<file path="config.mk">
export PLATFORM = sky130hd
export DESIGN_NAME = tcp_back_flat
export DESIGN_NICKNAME = d
export VERILOG_FILES = /design/src/hdl/tcp_pkg.sv /design/src/hdl/tcp_if.sv /design/src/hdl/tcp_back.sv /design/src/flat_wrapper.sv
export SDC_FILE = /design/constraint.sdc
export NUM_CORES = 1
export LEC_CHECK = 0
export BUFFER_PORTS_ARGS = -buffer_cell sky130_fd_sc_hd__buf_2
export CAP_MARGIN = 10
export CORE_MARGIN = 2
export CORE_UTILIZATION = 42
export DETAILED_ROUTE_END_ITERATION = 6
export PLACE_DENSITY = 0.79
export SKIP_CTS_REPAIR_TIMING = 1
export SYNTH_ARGS = -nofsm -noshare
export SYNTH_HDL_FRONTEND = slang
export SYNTH_SLANG_ARGS = --single-unit
</file>
<file path="constraint.sdc">
create_clock -name clk -period 7.3 [get_ports clk]
set_input_delay 0.73 -clock clk [delete_from_list [all_inputs] [get_ports clk]]
set_output_delay 0.73 -clock clk [all_outputs]
set_load 0.01 [all_outputs]
</file>
<file path="src/hdl/tcp_pkg.sv">
// Shared types and constants for the terrain column projector.
package tcp_pkg;

    localparam int SCREEN_MAX_SIDE = 4096;
    localparam int ROW_W           = 13;
    localparam int COL_W           = 12;
    localparam int DIST_W          = 24;
    localparam int RGBA_W          = 32;
    localparam int ACC_W           = 53;
    localparam int PQ_W            = 19;
    localparam int QUEUE_DEPTH     = 2;

    localparam logic [ROW_W-1:0] MAX_ROW = ROW_W'(SCREEN_MAX_SIDE);

    // Configuration register indexes
    typedef enum logic [2:0] {
        REG_SCREEN_HEIGHT = 3'd0,
        REG_CAMERA_ALT    = 3'd1,
        REG_SIN_PITCH     = 3'd2,
        REG_COS_PITCH     = 3'd3,
        REG_INV_TAN       = 3'd4,
        REG_FOG_START     = 3'd5,
        REG_VIEW_DIST     = 3'd6,
        REG_SKY_RGBA      = 3'd7
    } tcp_reg_t;

    // Live configuration, already clamped where needed
    typedef struct packed {
        logic [ROW_W-1:0]         h;
        logic signed [23:0]       alt;
        logic signed [15:0]       sin_p;
        logic signed [15:0]       cos_p;
        logic [23:0]              inv_tan;
        logic [DIST_W-1:0]        fog_start;
        logic [DIST_W-1:0]        view_dist;
        logic [RGBA_W-1:0]        sky;
    } tcp_cfg_t;

    // Classified sample passed from front to back
    typedef struct packed {
        logic [COL_W-1:0]  col;
        logic              first;
        logic              last;
        logic [ROW_W-1:0]  row;
        logic [RGBA_W-1:0] rgba;
    } tcp_entry_t;

    // One span request
    typedef struct packed {
        logic [COL_W-1:0]  col;
        logic [ROW_W-1:0]  top;
        logic [ROW_W-1:0]  bottom;
        logic [RGBA_W-1:0] rgba;
        logic              sky;
        logic              last;
    } tcp_span_t;

endpackage

</file>
<file path="src/hdl/tcp_if.sv">


interface tcp_span_if;
    logic        valid;
    logic        ready;
    logic [11:0] span_column;
    logic [12:0] span_top;
    logic [12:0] span_bottom;
    logic [7:0]  red_out;
    logic [7:0]  green_out;
    logic [7:0]  blue_out;
    logic [7:0]  alpha_out;
    logic        sky_span;
    logic        last_of_run;

    modport source (output valid, span_column, span_top, span_bottom, red_out, green_out,
                    blue_out, alpha_out, sky_span, last_of_run, input ready);
    modport sink (input valid, span_column, span_top, span_bottom, red_out, green_out,
                  blue_out, alpha_out, sky_span, last_of_run, output ready);
endinterface


</file>
<file path="src/hdl/tcp_back.sv">
// Back end: occlusion tracking and span emission.
module tcp_back
    import tcp_pkg::*;
(
    input  logic        clk,
    input  logic        rst_n,
    input  tcp_cfg_t    cfg,
    input  logic        q_valid,
    output logic        q_ready,
    input  tcp_entry_t  q_data,
    tcp_span_if.source  span_ch
);

    logic [ROW_W-1:0] occ_reg, occ_next;
    logic             fin_reg, fin_next;
    logic             out_valid_reg, out_valid_next;
    tcp_span_t        out_reg, out_next;
    logic             pend_valid_reg, pend_valid_next;
    tcp_span_t        pend_reg, pend_next;

    logic             out_free, take, live, hit, sky_hit;
    logic [ROW_W-1:0] occ_eff, occ_new;
    tcp_span_t        terrain_span, sky_span_req;

    assign out_free = !out_valid_reg || span_ch.ready;
    assign q_ready  = out_free && !pend_valid_reg;
    assign take     = q_valid && q_ready;

    // Classify the entry against the occlusion state
    always_comb
    begin
        live    = q_data.first || !fin_reg;
        occ_eff = q_data.first ? cfg.h : occ_reg;
        hit     = live && (q_data.row < occ_eff);
        sky_hit = live && (q_data.row != '0) && q_data.last;
        occ_new = hit ? q_data.row : occ_eff;

        terrain_span = '{col: q_data.col, top: q_data.row, bottom: occ_eff,
                         rgba: q_data.rgba, sky: 1'b0, last: !sky_hit};
        sky_span_req = '{col: q_data.col, top: '0, bottom: occ_new,
                         rgba: cfg.sky, sky: 1'b1, last: 1'b1};
    end

    // Output and pending slot
    always_comb
    begin
        occ_next        = occ_reg;
        fin_next        = fin_reg;
        out_next        = out_reg;
        pend_next       = pend_reg;
        out_valid_next  = out_valid_reg && !span_ch.ready;
        pend_valid_next = pend_valid_reg;

        if (pend_valid_reg && out_free)
        begin
            out_next        = pend_reg;
            out_valid_next  = 1'b1;
            pend_valid_next = 1'b0;
        end
        else if (take)
        begin
            if (hit)
            begin
                out_next        = terrain_span;
                out_valid_next  = 1'b1;
                pend_next       = sky_span_req;
                pend_valid_next = sky_hit;
            end
            else if (sky_hit)
            begin
                out_next       = sky_span_req;
                out_valid_next = 1'b1;
            end
            if (live)
            begin
                occ_next = occ_new;
                fin_next = (q_data.row == '0) || q_data.last;
            end
        end
    end

    always_ff @(posedge clk or negedge rst_n)
    begin
        if (!rst_n)
        begin
            occ_reg        <= '0;
            fin_reg        <= 1'b0;
            out_valid_reg  <= 1'b0;
            pend_valid_reg <= 1'b0;
        end
        else
        begin
            occ_reg        <= occ_next;
            fin_reg        <= fin_next;
            out_valid_reg  <= out_valid_next;
            pend_valid_reg <= pend_valid_next;
        end
    end

    always_ff @(posedge clk)
    begin
        out_reg  <= out_next;
        pend_reg <= pend_next;
    end

    // Port drive
    assign span_ch.valid       = out_valid_reg;
    assign span_ch.span_column = out_reg.col;
    assign span_ch.span_top    = out_reg.top;
    assign span_ch.span_bottom = out_reg.bottom;
    assign span_ch.red_out     = out_reg.rgba[31:24];
    assign span_ch.green_out   = out_reg.rgba[23:16];
    assign span_ch.blue_out    = out_reg.rgba[15:8];
    assign span_ch.alpha_out   = out_reg.rgba[7:0];
    assign span_ch.sky_span    = out_reg.sky;
    assign span_ch.last_of_run = out_reg.last;

endmodule
</file>
<file path="src/flat_wrapper.sv">
// flat-port wrapper written by rule: the top's interface ports become plain ports
module tcp_back_flat import tcp_pkg::*;
  (clk, rst_n, cfg, q_valid, q_ready, q_data, span_ch_valid, span_ch_span_column, span_ch_span_top, span_ch_span_bottom, span_ch_red_out, span_ch_green_out, span_ch_blue_out, span_ch_alpha_out, span_ch_sky_span, span_ch_last_of_run, span_ch_ready);
  tcp_span_if span_ch_i ();
  input  logic clk;
  input  logic rst_n;
  input  tcp_cfg_t cfg;
  input  logic q_valid;
  output logic q_ready;
  input  tcp_entry_t q_data;
  output wire logic [$bits(span_ch_i.valid)-1:0] span_ch_valid;
  output wire logic [$bits(span_ch_i.span_column)-1:0] span_ch_span_column;
  output wire logic [$bits(span_ch_i.span_top)-1:0] span_ch_span_top;
  output wire logic [$bits(span_ch_i.span_bottom)-1:0] span_ch_span_bottom;
  output wire logic [$bits(span_ch_i.red_out)-1:0] span_ch_red_out;
  output wire logic [$bits(span_ch_i.green_out)-1:0] span_ch_green_out;
  output wire logic [$bits(span_ch_i.blue_out)-1:0] span_ch_blue_out;
  output wire logic [$bits(span_ch_i.alpha_out)-1:0] span_ch_alpha_out;
  output wire logic [$bits(span_ch_i.sky_span)-1:0] span_ch_sky_span;
  output wire logic [$bits(span_ch_i.last_of_run)-1:0] span_ch_last_of_run;
  input wire logic [$bits(span_ch_i.ready)-1:0] span_ch_ready;
  assign span_ch_valid = span_ch_i.valid;
  assign span_ch_span_column = span_ch_i.span_column;
  assign span_ch_span_top = span_ch_i.span_top;
  assign span_ch_span_bottom = span_ch_i.span_bottom;
  assign span_ch_red_out = span_ch_i.red_out;
  assign span_ch_green_out = span_ch_i.green_out;
  assign span_ch_blue_out = span_ch_i.blue_out;
  assign span_ch_alpha_out = span_ch_i.alpha_out;
  assign span_ch_sky_span = span_ch_i.sky_span;
  assign span_ch_last_of_run = span_ch_i.last_of_run;
  assign span_ch_i.ready = span_ch_ready;
  tcp_back u_core (.clk(clk), .rst_n(rst_n), .cfg(cfg), .q_valid(q_valid), .q_ready(q_ready), .q_data(q_data), .span_ch(span_ch_i));
endmodule
</file>
==> metrics.txt <==
outcome=finished, final reports clean; max-cap viol count=0; IO Pins=310; Buffers on Ports=181; Seq/Total Area, Yosys=65.8%; drt drc=0; Syn Nets=788; Final setup viols=0; via count=5065; area of the multi-input gates=1970 um2; CTS buffer count=17; number of synthesized register bits=145; total gr overflow=0; Final Hold Vio Count=0; reg-to-reg startpoint=u_core.occ_reg[10]; flop-to-flop setup slack=3.50 ns; post-synth top area cell=edfxtp_1; Mapped Area=6500 um2; RePlAce Congestion=0.821; Worst VDD drop=0.196 mV; Starting Density=42.9%; Async S/R FF share, synth=11.0%; Final min period=4.26 ns; Antenna Nets Post-Route=0; r2r worst-path depth=8; Seq. cell area=4270 um2; largest net degree at the start of global routing=73; crit path max fanout=46; leakage=3.27 nW; top post-synthesis cells by count=129 x edfxtp_1, 65 x a21oi_1, 54 x nand2_1, 47 x nor2_1, 36 x o21ai_0; Cell Rows=45; HP Class=in2async; NumNets Final=954; Final Max Slew Viols=0; Clock Latency Late Sink=0.43 ns; syn_area_per_cell=12.0 um2; Sink Count=145; core area=15100 um2; Die ar.=16500 um2; type of element launching the critical path=input port; Cell variety after synth=38; area added between synthesis and finish=24.6%; wire per inst=18.9 um; Rel. slew slack=21.4%; top cell type's share of synthesized area=59.6%; Worst Tran Pin Value=1.18 ns; first-pass GRT wire length=25900 um; Post-synth EDFFs=129; clk slew on worst S/H paths=0.06 ns; layout cells sized above 1=32.1%; via count of the first global-routing pass=4815; ANT cells=0; top post-synthesis cells by area=edfxtp_1 60%, dfrtp_1 6.2%, a21oi_1 5.0%; R2R Path End=u_core.span_ch.blue_out[0]; final wirelength=17100 um; fill count=1331; DRT Pass-1 Iters=4; pwr dens=354 nW/um2; Hold WS=0.227 ns; via/cell ratio=5.58; RSZ-0062 raised after global routing=false; Die X=128 um; gr usage total=20.9%; CTS tree=done; Fin Setup TNS=0 ns; critical setup path kind=in2reg; max reg flops=57; crit end category=register; crit path DAT=4.33 ns; Worst EP required=7.37 ns; DPL Wire Length=10800 um; Synthesis Warnings=0; main flop type after synthesis=edfxtp_1; clk buf depth=2; DR iter-0 viols=451; initial antenna violation count=1; Final period util=58.4%; Fmax achieved=0.235 GHz; CTS H-tree lvls=4; Syn Inst Count=540; most frequent cell after synthesis=edfxtp_1; Clock Skews=0.0126 ns; Root Driver=clkbuf_16; chip height=128 um
[placed cells by master (no fill, tap or decap), types with 3 or more instances in the layout]
cell type,synthesis,final
edfxtp_1,129,129
mux2i_1,12,12
a31oi_1,32,32
clkinv_4,0,3
nand2_1,54,53
nand4_1,3,3
inv_1,15,15
ha_1,12,12
o21ai_0,36,35
clkbuf_16,0,17
o31ai_1,13,13
buf_2,10,181
a21boi_0,11,11
clkinvlp_4,0,4
o21ai_1,14,13
buf_4,0,7
dfrtp_1,16,16
nor2_1,47,47
inv_8,0,3
nor4_1,16,15
inv_6,0,3
a21oi_1,65,65
[where the power goes]
part	total (W)	internal, W	switching (W)
Clock	0.000882	0.000514	0.000368
Sequential	0.00123	0.00117	0.0000572
Combinational	0.000756	0.000256	0.000499
[metal layers]
layer  share of wire, %  vias up  track usage (%)  wire length [um]
li1                   -     2362                -                 -
met3                9.7       34             5.20              1650
met1                 43     2394             29.0              7400
met4                2.4        0             8.73               411
met5                  0        -                0                 0
met2                 45      275             31.7              7640
[how the worst max path moves through the flow]
stage | from | end | slack (ns) | depth (start not counted)
floorplan | q_data[46] | u_core.span_ch.alpha_out[0] | 1.12 | 11
global placement | q_data[46] | u_core.span_ch.blue_out[3] | 2.68 | 9
detailed placement | q_data[46] | u_core.span_ch.blue_out[0] | 2.60 | 9
CTS | q_data[46] | u_core.span_ch.span_column[8] | 3.04 | 9
global route | q_data[46] | u_core.span_ch.blue_out[3] | 2.79 | 8
finish | q_data[46] | u_core.span_ch.blue_out[0] | 3.04 | 8
[critical path: stages]
cell and delay [ns]:
buf_2 0.39, mux2i_1 0.37, ha_1 0.32, a21oi_1 0.31, a311o_2 0.94, a21oi_1 0.29
o21ai_4 0.47, buf_4 0.47
[metrics by stage]
stage	instances	setup slack, ns	utilization [%]	total power [W]	area (um2)
CTS	907	3.04	53.4	0.00289	8090
finish	907	3.04	53.4	0.00287	8090
detailed placement	875	2.60	49.5	0.00200	7490
floorplan	540	1.12	-	0.00173	6500
global route	907	2.79	53.4	0.00302	8090
global placement	875	2.68	49.5	0.00198	7490
[area by class of cell]
type | instances | area share, %
Tap cell | 188 | 2.91
Sequential cell | 145 | 52.8
Timing Repair Buffer | 188 | 11.8
Clock buffer | 17 | 5.26
Multi-Input combinational cell | 339 | 24.3
Clock inverter | 15 | 2.18
Inverter | 15 | 0.696
[kinds of logic (layout without fill, tap and decap cells)]
family / Yosys count / in the layout / share of synthesized area [%]
flip-flops: 145 / 145 / 65.8
buffers and inverters: 56 / 235 / 4.60
multiplexers: 13 / 13 / 2.06
AND/OR/NAND/NOR: 133 / 133 / 8.95
AO/OA/AOI/OAI: 181 / 181 / 16.3
adder cells (fa/ha/maj): 12 / 12 / 2.31
(Power assumes the default switching activity.)
