$ cat config.mk
export PLATFORM = sky130hd
export DESIGN_NAME = tcp_queue
export DESIGN_NICKNAME = d
export VERILOG_FILES = /design/src/hdl/tcp_pkg.sv /design/src/hdl/tcp_queue.sv
export SDC_FILE = /design/constraint.sdc
export NUM_CORES = 1
export LEC_CHECK = 0
export BUFFER_PORTS_ARGS = -buffer_cell sky130_fd_sc_hd__buf_2
export CAP_MARGIN = 20
export CORE_MARGIN = 5
export CORE_UTILIZATION = 56
export DETAILED_ROUTE_END_ITERATION = 8
export PLACE_DENSITY_LB_ADDON = 0.15
export REMOVE_ABC_BUFFERS = 1
export SYNTH_ARGS = -nofsm -noshare
export SYNTH_HDL_FRONTEND = slang
export SYNTH_SLANG_ARGS = --single-unit
$ cat constraint.sdc
create_clock -name clk -period 6.4 [get_ports clk]
set_input_delay 1.28 -clock clk [delete_from_list [all_inputs] [get_ports clk]]
set_output_delay 1.28 -clock clk [all_outputs]
set_load 0.05 [all_outputs]
$ cat src/hdl/tcp_pkg.sv
// Shared types and constants for the terrain column projector.
package tcp_pkg;

    localparam int SCREEN_MAX_SIDE = 4096;
    localparam int ROW_W           = 13;
    localparam int COL_W           = 12;
    localparam int DIST_W          = 24;
    localparam int RGBA_W          = 32;
    localparam int ACC_W           = 53;
    localparam int PQ_W            = 19;
    localparam int QUEUE_DEPTH     = 2;

    localparam logic [ROW_W-1:0] MAX_ROW = ROW_W'(SCREEN_MAX_SIDE);

    // Configuration register indexes
    typedef enum logic [2:0] {
        REG_SCREEN_HEIGHT = 3'd0,
        REG_CAMERA_ALT    = 3'd1,
        REG_SIN_PITCH     = 3'd2,
        REG_COS_PITCH     = 3'd3,
        REG_INV_TAN       = 3'd4,
        REG_FOG_START     = 3'd5,
        REG_VIEW_DIST     = 3'd6,
        REG_SKY_RGBA      = 3'd7
    } tcp_reg_t;

    // Live configuration, already clamped where needed
    typedef struct packed {
        logic [ROW_W-1:0]         h;
        logic signed [23:0]       alt;
        logic signed [15:0]       sin_p;
        logic signed [15:0]       cos_p;
        logic [23:0]              inv_tan;
        logic [DIST_W-1:0]        fog_start;
        logic [DIST_W-1:0]        view_dist;
        logic [RGBA_W-1:0]        sky;
    } tcp_cfg_t;

    // Classified sample passed from front to back
    typedef struct packed {
        logic [COL_W-1:0]  col;
        logic              first;
        logic              last;
        logic [ROW_W-1:0]  row;
        logic [RGBA_W-1:0] rgba;
    } tcp_entry_t;

    // One span request
    typedef struct packed {
        logic [COL_W-1:0]  col;
        logic [ROW_W-1:0]  top;
        logic [ROW_W-1:0]  bottom;
        logic [RGBA_W-1:0] rgba;
        logic              sky;
        logic              last;
    } tcp_span_t;

endpackage

$ cat src/hdl/tcp_queue.sv
// Small register queue between front and back.
module tcp_queue
    import tcp_pkg::*;
(
    input  logic       clk,
    input  logic       rst_n,
    input  logic       in_valid,
    output logic       in_ready,
    input  tcp_entry_t in_data,
    output logic       out_valid,
    input  logic       out_ready,
    output tcp_entry_t out_data
);

    localparam int PTR_W = $clog2(QUEUE_DEPTH);

    tcp_entry_t       slot_reg [QUEUE_DEPTH];
    logic [PTR_W-1:0] wr_ptr_reg, wr_ptr_next;
    logic [PTR_W-1:0] rd_ptr_reg, rd_ptr_next;
    logic [PTR_W:0]   count_reg, count_next;
    logic             push, pop;

    assign in_ready  = (count_reg != (PTR_W+1)'(QUEUE_DEPTH));
    assign out_valid = (count_reg != '0);
    assign out_data  = slot_reg[rd_ptr_reg];
    assign push      = in_valid && in_ready;
    assign pop       = out_valid && out_ready;

    // Pointer update
    always_comb
    begin
        wr_ptr_next = wr_ptr_reg;
        rd_ptr_next = rd_ptr_reg;
        count_next  = count_reg;
        if (push)
        begin
            wr_ptr_next = (wr_ptr_reg == PTR_W'(QUEUE_DEPTH-1)) ? '0 : wr_ptr_reg + 1'b1;
        end
        if (pop)
        begin
            rd_ptr_next = (rd_ptr_reg == PTR_W'(QUEUE_DEPTH-1)) ? '0 : rd_ptr_reg + 1'b1;
        end
        if (push && !pop)
        begin
            count_next = count_reg + 1'b1;
        end
        else if (pop && !push)
        begin
            count_next = count_reg - 1'b1;
        end
    end

    always_ff @(posedge clk or negedge rst_n)
    begin
        if (!rst_n)
        begin
            wr_ptr_reg <= '0;
            rd_ptr_reg <= '0;
            count_reg  <= '0;
        end
        else
        begin
            wr_ptr_reg <= wr_ptr_next;
            rd_ptr_reg <= rd_ptr_next;
            count_reg  <= count_next;
        end
    end

    // Storage
    always_ff @(posedge clk)
    begin
        if (push)
        begin
            slot_reg[wr_ptr_reg] <= in_data;
        end
    end

endmodule

==> results of run 1 <==
[area by class of cell]
type | instances | area, um2
flip-flops and latches | 122 | 3650
fillers | 538 | 2280
multi-input cells | 72 | 985
repair buffers | 125 | 631
clock buffers | 24 | 490
well taps | 105 | 131
clock inverters | 8 | 92.6
inverters | 1 | 3.75
[cell families after synthesis]
logic type | synth area share
flip-flops | 0.766
multiplexers | 0.186
buffers and inverters | 0.0284
AND/OR/NAND/NOR | 0.00711
XOR/XNOR | 0.00921
adder cells (fa/ha/maj) | 0.00263
[worst max-delay path: stages (launching register included)]
cell and delay (ps):
dfrtp_4 1150, mux2_4 360, buf_2 210
[report_power, final]
group / switching, mW / leakage, nW / internal (mW) / total, mW
sequential: 0.154 / 1.14 / 1.10 / 1.25
clock: 0.300 / 0.291 / 0.602 / 0.902
combinational: 0.862 / 1.03 / 0.450 / 1.31
total: 1.32 / 2.46 / 2.15 / 3.46
[cells in the mapped netlist]
cell type / count
nor2_1: 2
mux2_4: 59
xnor2_1: 3
ha_1: 1
nand2b_1: 1
nand2_1: 2
dfrtp_1: 4
buf_6: 1
and3_1: 1
edfxtp_1: 118
xor2_1: 2
inv_1: 1
or2_1: 1
buf_12: 6
[layout by cell type, fill, tap and decap left out, types with 3 or more instances in the layout]
master,instances
buf_2,123
clkbuf_16,16
mux2_4,59
dfrtp_1,3
edfxtp_1,118
clkbuf_8,6
xnor2_1,3
clkinv_2,5
[metal layers]
layer | track usage | wire length [um] | vias to the layer above
met3 | 0.0594 | 684 | 7
li1 | - | - | 1067
met2 | 0.264 | 4070 | 95
met1 | 0.198 | 3330 | 1090
met4 | 0.0616 | 78 | 0
met5 | 0 | 0 | -
[worst max-delay path by stage]
stage                     cells past startpoint        from  slack (ps)             end
after floorplan                               2    in_valid        2060  slot_reg[0][0]
after global placement                        2  rd_ptr_reg        3320     out_data[1]
after detailed placement                      2  rd_ptr_reg        3350     out_data[1]
after CTS                                     2  rd_ptr_reg        2810     out_data[1]
after global routing                          2  rd_ptr_reg        2740    out_data[56]
final                                         2  rd_ptr_reg        2840    out_data[17]
==> results.sh, run 1 <==
export IMPL_status="finished, final reports clean"
export IMPL_wl_per_cell_um=17.9
export IMPL_via_per_inst=4.94
export IMPL_io_buffer_count=123
export IMPL_fin_tns_setup_ps=0
export IMPL_grt_max_degree=61
export IMPL_hold_viol=0
export IMPL_initial_core_util=0.576
export IMPL_crit_type="reg2out"
export IMPL_antenna_found_initial=0
export IMPL_fin_total_pwr_mw=3.46
export IMPL_ir_drop_mv=0.428
export IMPL_fp_dieArea_um2=10400
export IMPL_wirelength_um=8160
export IMPL_hpwl_um=5240
export IMPL_ys_types=14
export IMPL_rr_startpoint="count_reg[0]"
export IMPL_rows=33
export IMPL_firstDrtPassIters=4
export IMPL_cts_sinks=122
export IMPL_cts_htree_levels=4
export IMPL_final_nets=403
export IMPL_instances_no_fill=457
export IMPL_tritoncts="done"
export IMPL_clk_pin_slew_ps=50
export IMPL_syn_to_final_growth_pct=25.8
export IMPL_clockRootBuffer="clkbuf_8"
export IMPL_fin_crit_ps=3560
export IMPL_cts_resized=0
export IMPL_ff2ff_setup_slack_ps=4300
export IMPL_power_density_nw_per_um2=579
export IMPL_fmax_mhz=281
export IMPL_synth_area_um2=4750
export IMPL_yosys_warnings=0
export IMPL_n_antenna_cell=0
export IMPL_finalCritPeriodShare=0.556
export IMPL_cp_required_ps=5120
export IMPL_drive_gt1_frac=0.616
export IMPL_critPathMaxFanout=60
export IMPL_grt_pass1_wl_um=12100
export IMPL_placed_area_um2=5400
export IMPL_core_area_um2=8260
export IMPL_ioPinCount=124
export IMPL_worst_slew_pin_slew_ps=1120
export IMPL_final_cell_area_um2=5980
export IMPL_dr_first_iter_drc_count=107
export IMPL_gp_congestion=0.688
export IMPL_maxSlewViolCount=0
export IMPL_worstHoldEndpoint="count_reg[1]"
export IMPL_synth_area_leader_cell="edfxtp_1"
export IMPL_die_w_um=102
export IMPL_hold_depth=1
export IMPL_critPathLaunchType="register"
export IMPL_endpoint_kind="primary output"
export IMPL_leakage_nw=2.46
export IMPL_grt_pass1_vias=2379
export IMPL_ff2ff_path_depth=3
export IMPL_final_core_util=0.724
export IMPL_clock_skew_final_ps=8.06
export IMPL_reg2reg_to="slot_reg[1][36]"
export IMPL_cts_buffer_depth=2
export IMPL_setup_slack_ps=2840
export IMPL_finalSetupViolCount=0
export IMPL_holdCritPathClass="reg2reg"
export IMPL_hold_start="count_reg[1]"
export IMPL_die_h_um=102
export IMPL_maxSlewHeadroom=0.252
export IMPL_post_place_ws_ps=3350
export IMPL_antenna_left=0
export IMPL_synth_cells=202
export IMPL_seq_area_frac_synth=0.766
export IMPL_cts_hold_fix_buffers=0
export IMPL_overflow=0
export IMPL_maxCapViolCount=0
export IMPL_drc=0
export IMPL_cts_post_setup_buffers_inserted=0
export IMPL_synth_avg_cell_area_um2=23.5
export IMPL_synth_top_area_frac=0.745
export IMPL_largest_register_ffs=118
export IMPL_whs_ps=504
export IMPL_rsz0062_at_grt="false"
export IMPL_place_inst=425
export IMPL_clock_latency_ps=490
export IMPL_cts_buffers_inserted=17
export IMPL_vias=2259
export IMPL_cp_arrival_ps=2280
export IMPL_synth_top_cells_by_area="edfxtp_1 75%, mux2_4 19%, buf_12 2.5%"
export IMPL_ys_ff_latch=122
export IMPL_grt_use_total=0.162
Power figures use the tool's default switching activity.
==> run 2, diff against run 1 <==
- ABC_AREA: not set -> 1
- CORE_UTILIZATION: 56 -> 52
- clock period: 6.4 -> 3.7 ns (I/O delays scaled with it)
==> results.sh, run 2 <==
export IMPL_largest_register_ffs=118
export IMPL_cts_htree_levels=4
export IMPL_critPathTopFamily="flip-flops"
export IMPL_io_buffer_count=123
export IMPL_seq_area_frac_synth=0.797
export IMPL_grt_max_degree=61
export IMPL_layout_commonest_cell="nand2_1"
export IMPL_synth_area_leader_cell="edfxtp_1"
export IMPL_fp_dieArea_um2=10800
export IMPL_cpMostUsedCell="nand2_1"
export IMPL_critPathMaxFanout=38
export IMPL_endpoint_kind="primary output"
export IMPL_clock_latency_ps=500
export IMPL_crit_type="reg2out"
export IMPL_fillers=657
export IMPL_wirelength_um=8990
export IMPL_drive_gt1_frac=0.346
export IMPL_fmax_mhz=335
export IMPL_yosysMostFrequentCell="nand2_1"
export IMPL_firstDrtPassIters=4
export IMPL_worst_slew_pin_slew_ps=797
export IMPL_hold_viol=0
export IMPL_antenna_found_initial=1
export IMPL_status="finished, final reports clean"
export IMPL_ys_ff_latch=122
export IMPL_ys_async_sr_fraction=0.0328
export IMPL_dr_first_iter_drc_count=102
export IMPL_grt_pass1_wl_um=14200
export IMPL_vias=2855
export IMPL_grt_pass1_vias=2871
export IMPL_final_cell_mix="184 x nand2_1, 123 x buf_2, 118 x edfxtp_1"
export IMPL_hpwl_um=5460
export IMPL_final_nets=533
export IMPL_cts_hold_fix_buffers=0
export IMPL_die_w_um=104
export IMPL_cts_post_setup_buffers_inserted=0
export IMPL_gp_congestion=0.723
export IMPL_cts_buffers_inserted=17
export IMPL_core_area_um2=8640
export IMPL_yosys_warnings=0
export IMPL_synth_top_area_frac=0.775
export IMPL_initial_core_util=0.529
export IMPL_ys_types=16
export IMPL_maxSlewHeadroom=0.469
export IMPL_antenna_left=0
export IMPL_via_per_inst=4.84
export IMPL_cts_resized=0
export IMPL_cts_buffer_depth=2
export IMPL_synth_ff_type="edfxtp_1"
export IMPL_n_antenna_cell=0
export IMPL_placed_area_um2=5250
export IMPL_synth_area_um2=4570
export IMPL_fin_crit_ps=2990
export IMPL_worst_path_buf_inv=2
export IMPL_overflow=0
export IMPL_ioPinCount=124
export IMPL_critPathLaunchType="register"
export IMPL_synth_edff_count=118
export IMPL_synth_cells=337
export IMPL_maxSlewViolCount=0
export IMPL_rows=34
export IMPL_syn_to_final_growth_pct=27.2
export IMPL_fin_tns_setup_ps=0
export IMPL_slowest_stage="dfrtp_2"
export IMPL_maxCapViolCount=0
export IMPL_clockRootBuffer="clkbuf_8"
export IMPL_tritoncts="done"
export IMPL_synth_top_cells_by_area="edfxtp_1 78%, nand2_1 15%, dfrtp_1 2.2%"
export IMPL_wl_per_cell_um=15.2
export IMPL_final_cell_area_um2=5810
export IMPL_clk_pin_slew_ps=60
export IMPL_finalCritPeriodShare=0.808
export IMPL_crit_chain="buf_4, nand2_1, nand2_1, buf_2"
export IMPL_cts_sinks=122
export IMPL_cp_required_ps=2960
export IMPL_die_h_um=104
export IMPL_grt_use_total=0.167
export IMPL_slowest_delay_ps=850
export IMPL_synth_avg_cell_area_um2=13.6
export IMPL_finalSetupViolCount=0
export IMPL_drc=0
export IMPL_synth_commonest_cells="184 x nand2_1, 118 x edfxtp_1, 7 x buf_6"
export IMPL_rsz0062_at_grt="false"
export IMPL_cp_arrival_ps=2250
export IMPL_holdCritPathClass="in2async"
export IMPL_clock_skew_final_ps=7.56
==> run 2: cell types whose count changed in the layout (fill, tap and decap cells not counted), sizes merged, moves of 2 or more <==
cell / delta
nand2: +185
inv: +7
mux2: -59
nand3: +2
xnor2: -2
clkinvlp: +4
clkinv: +2
clkbuf: -7
==> run 2: final timing paths <==
| path | start | to | slack, ps | cells past startpoint |
|---|---|---|---|---|
| min in group clk | in_data[33] | slot_reg[0][33] | 420 | 1 |
| worst max-delay path | rd_ptr_reg | out_data[7] | 710 | 4 |
| max in group asynchronous | rst_n | rd_ptr_reg | 3510 | 1 |
| worst min register to register | count_reg[0] | count_reg[0] | 520 | 1 |
| worst min-delay path | rst_n | rd_ptr_reg | 40 | 1 |
| worst max register to register | count_reg[0] | slot_reg[0][55] | 1820 | 5 |
==> run 2: cell families after synthesis <==
kind of cell / synth area share
adders and majority gates: 0.00274
DFF: 0.797
xor gates and xnor gates: 0.00383
buffers and inverters: 0.0345
and+or+nand+nor: 0.162
==> run 2: metal layers <==
layer | routed length (um) | vias to the layer above | track usage
li1 | - | 1404 | -
met1 | 3720 | 1327 | 0.202
met2 | 4440 | 110 | 0.271
met3 | 743 | 12 | 0.0653
met4 | 80 | 2 | 0.0611
met5 | 11 | - | 0
==> run 2: cell type report <==
cell class / count / area [um2] / share of cell area
inverters: 7 / 33.8 / 0.00581
flip-flops and latches: 122 / 3640 / 0.627
clock inverters: 15 / 151 / 0.0260
multi-input cells: 195 / 783 / 0.135
clock buffers: 17 / 414 / 0.0712
repair buffers: 126 / 651 / 0.112
well taps: 108 / 135 / 0.0232
==> run 2: metrics by stage <==
step                      instances  hold WS [ps]  setup WS (ps)   util
after CTS                       590          28.7            631  0.673
after global placement          558           504           1240  0.608
after global routing            590          28.1            547  0.673
after floorplan                 324           444          -74.0      -
final                           590          44.3            712  0.673
after detailed placement        558           507           1180  0.608
Power of run 2 is left out: the tool's default activity adds up to more than one toggle a clock period on the data nets, which glitch-free logic cannot reach.
==> run 3, diff against run 2 <==
- CORE_UTILIZATION: 52 -> 47
- clock period: 3.7 -> 2.6 ns (I/O delays scaled with it)
==> results.sh, run 3 (synthesis results as in run 2) <==
export IMPL_status="finished, final reports clean"
export IMPL_wirelength_um=8700
export IMPL_instances_no_fill=618
export IMPL_cts_buffer_depth=2
export IMPL_fillers=795
export IMPL_place_inst=585
export IMPL_cts_sinks=122
export IMPL_cts_post_setup_buffers_inserted=0
export IMPL_final_nets=536
export IMPL_layout_commonest_cell="nand2_1"
export IMPL_dr_first_iter_drc_count=164
export IMPL_core_area_um2=9640
export IMPL_drc=0
export IMPL_ioPinCount=124
export IMPL_via_per_inst=4.61
export IMPL_firstDrtPassIters=4
export IMPL_clock_latency_ps=500
export IMPL_grt_max_degree=61
export IMPL_clock_skew_final_ps=6.12
export IMPL_cts_buffers_inserted=17
export IMPL_gp_congestion=0.716
export IMPL_maxSlewViolCount=0
export IMPL_overflow=0
export IMPL_hpwl_um=5510
export IMPL_fmax_mhz=426
export IMPL_fp_dieArea_um2=11800
export IMPL_cts_htree_levels=4
export IMPL_antenna_found_initial=0
export IMPL_grt_pass1_vias=2887
export IMPL_cp_arrival_ps=1830
export IMPL_fin_crit_ps=2350
export IMPL_critPathMaxFanout=27
export IMPL_rows=36
export IMPL_maxSlewHeadroom=0.652
export IMPL_clockRootBuffer="clkbuf_8"
export IMPL_antenna_left=0
export IMPL_finalCritPeriodShare=0.904
export IMPL_grt_pass1_wl_um=13700
export IMPL_initial_core_util=0.474
export IMPL_largest_register_ffs=118
export IMPL_tritoncts="done"
export IMPL_n_antenna_cell=0
export IMPL_cp_required_ps=2080
export IMPL_endpoint_kind="primary output"
export IMPL_finalSetupViolCount=0
export IMPL_drive_gt1_frac=0.346
export IMPL_syn_to_final_growth_pct=29.1
export IMPL_vias=2849
export IMPL_die_h_um=109
export IMPL_die_w_um=109
export IMPL_wl_per_cell_um=14.1
export IMPL_clk_pin_slew_ps=50
export IMPL_holdCritPathClass="in2reg"
export IMPL_hold_viol=0
export IMPL_crit_type="reg2out"
export IMPL_worst_slew_pin_slew_ps=522
export IMPL_maxCapViolCount=0
export IMPL_grt_use_total=0.156
export IMPL_final_core_util=0.612
export IMPL_final_cell_mix="184 x nand2_1, 123 x buf_2, 118 x edfxtp_1"
export IMPL_io_buffer_count=123
export IMPL_rsz0062_at_grt="false"
export IMPL_critPathLaunchType="register"
## run 3: final cells by class
type                            instances  area, um2  area share
Sequential cell                       122       3640       0.618
Inverter                                7       33.8     0.00573
Multi-Input combinational cell        195        783       0.133
Tap cell                              133        166      0.0282
Timing Repair Buffer                  129        676       0.115
Clock inverter                         14        179      0.0303
Clock buffer                           18        418      0.0708
## run 3: timing repair
item                      4_1_cts  5_1_grt
hold endpoints to repair        4        0
hold buffers                    1        0
resized for setup               0        0
## run 3: path summary, 6_finish.rpt
check / startpoint / end / slack [ps] / cells after the start
min in group asynchronous: rst_n / rd_ptr_reg / 350 / 2
worst max register to register: count_reg[0] / slot_reg[0][9] / 1000 / 5
max in group asynchronous: rst_n / rd_ptr_reg / 2110 / 2
worst min register to register: count_reg[1] / count_reg[1] / 540 / 2
worst max-delay path: rd_ptr_reg / out_data[5] / 250 / 4
worst min-delay path: in_data[48] / slot_reg[0][48] / 210 / 1
## run 3: routing by layer
| layer | wire length, um | vias to the layer above | global-route usage |
|---|---|---|---|
| li1 | - | 1408 | - |
| met1 | 3650 | 1347 | 0.183 |
| met2 | 4330 | 86 | 0.256 |
| met3 | 616 | 8 | 0.0651 |
| met4 | 98 | 0 | 0.0595 |
| met5 | 0 | - | 0 |
## run 3: through the flow
step	setup slack, ps	instance area, um2	TNS (ps)	hold slack, ps
CTS	208	5900	0	179
global placement	781	5290	0	336
finish	250	5900	0	208
global route	93.5	5900	0	176
floorplan	-1150	4450	-135160	224
detailed placement	756	5290	0	335
## run 3: worst max-delay path, cell delays in order, from the launching register on
cell,delay [ps]
dfrtp_2,500
buf_4,350
nand2_1,90
nand2_1,100
buf_2,270
Power of run 3 is left out for the same reason.
